<file path="config.mk">
export PLATFORM = sky130hd
export DESIGN_NAME = bptt_ctrl
export DESIGN_NICKNAME = d
export VERILOG_FILES = /design/src/rtl/bptt_pkg.sv /design/src/rtl/bptt_ctrl.sv
export SDC_FILE = /design/constraint.sdc
export NUM_CORES = 1
export LEC_CHECK = 0
export BUFFER_PORTS_ARGS = -buffer_cell sky130_fd_sc_hd__buf_2
export CORE_MARGIN = 2
export CORE_UTILIZATION = 35
export DETAILED_ROUTE_END_ITERATION = 10
export HOLD_SLACK_MARGIN = 0.1
export PLACE_DENSITY = 0.69
export SYNTH_ARGS = -nofsm -noshare
export SYNTH_HDL_FRONTEND = slang
export SYNTH_SLANG_ARGS = --single-unit
</file>
<file path="constraint.sdc">
create_clock -name aclk -period 1.8 [get_ports aclk]
set_input_delay 0.36 -clock aclk [delete_from_list [all_inputs] [get_ports aclk]]
set_output_delay 0.36 -clock aclk [all_outputs]
set_load 0.01 [all_outputs]
</file>
<file path="src/rtl/bptt_pkg.sv">
`timescale 1ns / 1ps

package bptt_pkg;

    localparam int KEY_W   = 64;
    localparam int VALUE_W = 64;
    localparam int OP_W    = 2;
    localparam int TAG_W   = 8;
    localparam int DROP_W  = 32;
    localparam int HASH_W  = 64;

    // hash shifts
    localparam int SHIFT_A = 4;
    localparam int SHIFT_B = 17;

    // s_axis_tdata layout
    localparam int IN_OP_LSB    = 0;
    localparam int IN_KEY_LSB   = IN_OP_LSB + OP_W;
    localparam int IN_VALUE_LSB = IN_KEY_LSB + KEY_W;
    localparam int IN_USED_W    = IN_VALUE_LSB + VALUE_W;
    localparam int IN_DATA_W    = ((IN_USED_W + 7) / 8) * 8;

    // m_axis_tdata layout
    localparam int OUT_HIT_BIT   = VALUE_W;
    localparam int OUT_FAIL_BIT  = VALUE_W + 1;
    localparam int OUT_UNC_BIT   = VALUE_W + 2;
    localparam int OUT_DROP_LSB  = VALUE_W + 3;
    localparam int OUT_USED_W    = OUT_DROP_LSB + DROP_W;
    localparam int OUT_DATA_W    = ((OUT_USED_W + 7) / 8) * 8;
    localparam int OUT_PAD_W     = OUT_DATA_W - OUT_USED_W;

    // operation codes
    localparam logic [OP_W-1:0] OP_SET   = 2'd0;
    localparam logic [OP_W-1:0] OP_GET   = 2'd1;
    localparam logic [OP_W-1:0] OP_ERASE = 2'd2;

    typedef struct packed {
        logic load;        // take the accepted request
        logic hash_run;    // advance the home-bucket reduction
        logic probe_init;  // start probing at the home bucket
        logic issue;       // issue one probe read
        logic eval;        // probe data on the read port is valid
        logic commit;      // write back, update status, load result
        logic clear_step;  // clear one table entry
    } bptt_cmd_t;

    typedef struct packed {
        logic clear_last;  // clearing the last entry
        logic hash_done;   // home bucket ready
        logic skip;        // request needs no probing
        logic qualify;     // probe data matches (or is free for set)
        logic out_free;    // result register can take a new result
    } bptt_status_t;

    function automatic logic [HASH_W-1:0] hash64(input logic [KEY_W-1:0] key,
                                                 input logic [HASH_W-1:0] kind);
        hash64 = (key >> SHIFT_A) ^ (key >> SHIFT_B) ^ kind;
    endfunction

endpackage

</file>
<file path="src/rtl/bptt_ctrl.sv">
`timescale 1ns / 1ps

module bptt_ctrl #(
    parameter int PROBE_LIMIT = 4
) (
    input  logic                   aclk,
    input  logic                   aresetn,
    input  logic                   s_axis_tvalid,
    output logic                   s_axis_tready,
    input  bptt_pkg::bptt_status_t status,
    output bptt_pkg::bptt_cmd_t    cmd
);

    import bptt_pkg::*;

    localparam int CW = $clog2(PROBE_LIMIT + 1);

    typedef enum logic [2:0] {
        ST_CLEAR,
        ST_IDLE,
        ST_HASH,
        ST_PROBE,
        ST_COMMIT
    } state_t;

    state_t          state_reg, state_next;
    logic [CW-1:0]   issue_cnt_reg, issue_cnt_next;
    logic            pending_reg, pending_next;
    logic            all_issued;

    assign all_issued = (issue_cnt_reg == CW'(PROBE_LIMIT));

    always_comb begin
        state_next     = state_reg;
        issue_cnt_next = issue_cnt_reg;
        pending_next   = pending_reg;
        cmd            = '0;
        unique case (state_reg)
            ST_CLEAR: begin
                cmd.clear_step = 1'b1;
                if (status.clear_last) begin
                    state_next = ST_IDLE;
                end
            end
            ST_IDLE: begin
                if (s_axis_tvalid) begin
                    cmd.load   = 1'b1;
                    state_next = ST_HASH;
                end
            end
            ST_HASH: begin
                cmd.hash_run = 1'b1;
                if (status.skip) begin
                    state_next = ST_COMMIT;
                end else if (status.hash_done) begin
                    cmd.probe_init = 1'b1;
                    issue_cnt_next = '0;
                    pending_next   = 1'b0;
                    state_next     = ST_PROBE;
                end
            end
            ST_PROBE: begin
                // read of one probe overlaps the check of the previous one
                cmd.eval  = pending_reg;
                cmd.issue = !all_issued && !(pending_reg && status.qualify);
                if (cmd.issue) begin
                    issue_cnt_next = issue_cnt_reg + CW'(1);
                end
                pending_next = cmd.issue;
                if (pending_reg && (status.qualify || all_issued)) begin
                    state_next = ST_COMMIT;
                end
            end
            ST_COMMIT: begin
                // hold until the result register is free
                if (status.out_free) begin
                    cmd.commit = 1'b1;
                    state_next = ST_IDLE;
                end
            end
            default: begin
                state_next = ST_IDLE;
            end
        endcase
    end

    always_ff @(posedge aclk) begin
        if (!aresetn) begin
            state_reg     <= ST_CLEAR;
            issue_cnt_reg <= '0;
            pending_reg   <= 1'b0;
        end else begin
            state_reg     <= state_next;
            issue_cnt_reg <= issue_cnt_next;
            pending_reg   <= pending_next;
        end
    end

    assign s_axis_tready = (state_reg == ST_IDLE);

endmodule

</file>
# Yosys cells after proc, flatten, opt, wreduce, memory -nomap -nowiden
# Index checks and enable logic that the tools add are counted.
dict set report word_totals {
  ff_bits 7
  output_inout_bits 8
  elab_cells 51
}
dict set report op_classes {
  n_addsub 1
  n_eq_ne 13
  mux 23
  n_reduce_logical 11
}
# operator n
set ops {}
lappend ops {{3-bit two-way mux} 9}
lappend ops {{3-bit one-hot mux with 5 select lines} 1}
lappend ops {{2-bit inequality test (second input constant)} 7}
lappend ops {{1-bit two-way mux} 9}
lappend ops {{3-bit by 2-bit == test with 1-bit output (second input constant)} 2}
lappend ops {{3-bit == test (second input constant)} 2}
lappend ops {{3-bit one-hot mux with 2 select lines} 1}
lappend ops {{5-bit AND reduction} 1}
lappend ops {{2-bit two-way mux} 2}
lappend ops {{4-bit AND reduction} 1}
lappend ops {{3-bit by 1-bit adder with 3-bit output (second input constant)} 1}
lappend ops {{3-bit by 1-bit == test with 1-bit output (second input constant)} 1}
lappend ops {{1-bit logical AND} 3}
lappend ops {{3-bit zero test} 1}
lappend ops {{3-bit inequality test (second input constant)} 1}
lappend ops {{3-bit AND reduction} 1}
lappend ops {{1-bit zero test} 2}
lappend ops {{1-bit one-hot mux with 2 select lines} 1}
lappend ops {{2-bit nonzero test} 1}
lappend ops {{1-bit logical OR} 1}

# Longest topological paths before layout
dict set report logic_depth {
  word_depth 5
  mapped_depth 6
  ltp_nobuf 6
}

# Least setup slack after synthesis
# OpenSTA, ideal clock, no wires.
dict set report synth_path {
  path_type {register to output}
  startpoint {reg state_reg[0]}
  endpoint {out s_axis_tready}
  t_arrival_ns 1.122
  slack_ns 0.318
  path_stages_with_launch 5
  n_path_buf 2
  cell_sequence {dfxtp_1 -> clkbuf_1 -> clkbuf_1 -> inv_1 -> nor3_1}
}
dict set report synth_between {
  elab_chain_len 1
}
# element line_no
set synth_lines {}
lappend synth_lines {{start, declared} bptt_ctrl.sv:26} ;# state_t state_reg, state_next;
lappend synth_lines {{start signal, assigned} bptt_ctrl.sv:93} ;# state_reg <= state_next;
lappend synth_lines {{3-bit by 1-bit == test with 1-bit output} bptt_ctrl.sv:99} ;# assign s_axis_tready = (state_reg == ST_IDLE);
lappend synth_lines {{end, declared} bptt_ctrl.sv:9} ;# output logic s_axis_tready,
# Every way passes these cells.

==> metrics <==
status completed; DR WL/cell 10.3 um; ys flop type dfxtp_1; via count 498; CTS sink cnt 7; CP Buf/Inv Count 1; Worst setup SP type flip-flop; Row Count 13; Setup Skew 0.000295 ns; Combinational Power Share 35.8%; length of the first detailed-routing pass in iterations 4; Clock power frac 28.0%; syn avg cell area 7.30 um2; Critical Path RT 1.44 ns; pre-CTS WS 0.213 ns; largest net degree at the start of global routing 11; commonest non-fill, non-tap cells in the layout buf_2, nand2_1, inv_1, nor2_1; Final Worst Setup Slack 0.128 ns; syn nets 75; core area 0.00128 mm2; maximum VDD drop 0.405 mV; setup TNS 0 ns; vias in the first global route 395; H-tree levels 1; Crit Reg-Reg Endpoint issue_cnt_reg[2]$_SDFFE_PN0P_; NetSw 192 uW; antenna viol nets, final 0; YS warnings 0; GRT Resource Usage Total 15.1%; Register-to-Register Path Depth 6; Reg2Reg Launch Point issue_cnt_reg[0]$_SDFFE_PN0P_; CTS tree built; fill cell count 137; total CTS buffers 3; routed wire length 998 um; violation count after the first detailed-route iteration 14; Max Fclk 0.598 GHz; clock tree buffer depth 2; unrepaired setup endpoints after global routing false; Critical Path, Cell by Cell nand2b_1 -> nor2_1 -> buf_2; Clock Root Buffer clkbuf_4; HP Class in2reg; worst setup path endpoint cmd[4]; post-synthesis register bit count 7; Fin. Hold Viols 0; number of enable flip-flop cells after synthesis 0; WS Path Type reg2out; Diodes inserted 0; Worst EP arrival 1.31 ns; Starting Density 36.9%; slowest cell delay on critical path 0.43 ns; Sw Share 36.5%; crit path capture type primary output; Worst-path clk slew 0.06 ns; total congestion overflow 0; max cap viols 0; # port buffers 15; die width 40.8 um; DRC Markers 0; share of layout cells above drive strength 1 30.5%; Async S/R FF share, synth 0%; Layout Area Growth over Synthesis 25.3%; mapped cell area 474 um2; Rel. slew slack 76.7%; Slew Viols, Final 0; Final Cell Area 594 um2; Levels on crit path 3; first-pass GRT wire length 1550 um; cell internal pwr 334 uW; Post-Synthesis Cells 65; Die Ht 40.8 um; NumNets Final 93; leading cell type in the layout, fill and taps excluded buf_2; Worst Tran Pin Value 0.350 ns; Critical Path Source state_reg[2]$_SDFFE_PN0P_; # IOs 16; CP Max Fanout 10; sequential power share 36.2%; reg2reg setup slack 0.26 ns; Placed Area 557 um2; cts hold-fix bufs 0; hold_sp aresetn; Post-DP HPWL 804 um; Final Critical Period 1.67 ns; CP delay by family, top simple AND/OR/NAND/NOR gates; PD cells 886 mW/mm2; Via density 5.13; post-synthesis sequential area ratio 29.6%; Lkg Pwr 0.000260 uW; die area 0.00167 mm2; Yosys cell types 26; initial antenna violation count 0; Tcrit/Tclk final 92.9%; final setup vio count 0; critical path's slowest cell dfxtp_1; clock latency on the worst-skew pair 0.26 ns; GPL Wtd Cong 0.776
-- cells by family after synthesis --
| kind of cell | Yosys count | synth area share, % |
|---|---|---|
| buffers and inverters | 11 | 11.1 |
| flip-flops | 7 | 29.6 |
| adder cells (fa/ha/maj) | 2 | 5.28 |
| multiplexers | 2 | 4.22 |
| AND/OR/NAND/NOR | 28 | 28.2 |
| AO/OA/AOI/OAI | 15 | 21.6 |
-- Yosys cell counts (2+ instances only) --
cell | n | share of area, %
nand2b_1 | 2 | 2.6
nor2_1 | 7 | 5.5
nand3_1 | 3 | 3.2
nor3_1 | 3 | 3.2
o221ai_1 | 2 | 3.7
nand2_1 | 8 | 6.3
ha_1 | 2 | 5.3
inv_1 | 7 | 5.5
o21a_1 | 2 | 3.2
dfxtp_1 | 7 | 30
clkbuf_1 | 2 | 1.6
a21oi_1 | 5 | 5.3
mux2i_1 | 2 | 4.2
-- area by class of cell --
| cell class | instances | area [um2] | share of cell area, % |
|---|---|---|---|
| multi-input cells | 47 | 289 | 48.6 |
| flip-flops and latches | 7 | 143 | 24.0 |
| repair buffers | 17 | 90.1 | 15.2 |
| inverters | 7 | 26.3 | 4.42 |
| clock buffers | 3 | 22.5 | 3.79 |
| well taps | 15 | 18.8 | 3.16 |
| clock inverters | 1 | 5.00 | 0.842 |
-- how the worst min path moves through the flow --
stage	slack [ns]	depth (start not counted)	to
global placement	0.47	2	issue_cnt_reg[0]$_SDFFE_PN0P_
finish	0.39	2	pending_reg$_SDFFE_PN0P_
floorplan	0.45	2	issue_cnt_reg[1]$_SDFFE_PN0P_
CTS	0.39	2	pending_reg$_SDFFE_PN0P_
detailed placement	0.47	2	issue_cnt_reg[1]$_SDFFE_PN0P_
global route	0.40	2	pending_reg$_SDFFE_PN0P_
-- layer usage --
| metal | GRT usage [%] | vias up | wire length (um) |
|---|---|---|---|
| met5 | 0 | - | 0 |
| met4 | 7.50 | 0 | 6 |
| met3 | 9.78 | 2 | 75 |
| met2 | 21.5 | 14 | 435 |
| met1 | 17.2 | 221 | 481 |
| li1 | - | 261 | - |
-- through the flow --
stage	utilization (%)	hold WS [ns]	total power, uW	cells
2_1_floorplan	-	0.451	322	65
3_3_place_gp	43.3	0.468	377	93
3_5_place_dp	43.3	0.473	377	93
4_1_cts	45.5	0.386	530	97
5_1_grt	46.3	0.397	584	97
6_report	46.3	0.392	526	97
-- power by group through the flow --
stage / Sequential, uW / Clock [uW] / Combinational, uW
after floorplan: 181 / 0 / 142
after global placement: 191 / 0 / 187
after detailed placement: 190 / 0 / 187
after CTS: 187 / 156 / 188
after global routing: 193 / 173 / 217
final: 190 / 147 / 188
-- worst reg2reg max path, stage by stage, from the launching register on --
cell      delay (ns)
dfxtp_2         0.34
inv_1           0.05
ha_1            0.20
nand2_1         0.10
nand3_2         0.11
or4_1           0.41
a211oi_1        0.24
-- timing repair --
action,4_1_cts,5_1_grt
hold endpoints to repair,0,0
buffers inserted,0,0
setup endpoints to repair,0,1
resized for setup,0,4
Power figures use the tool's default switching activity.
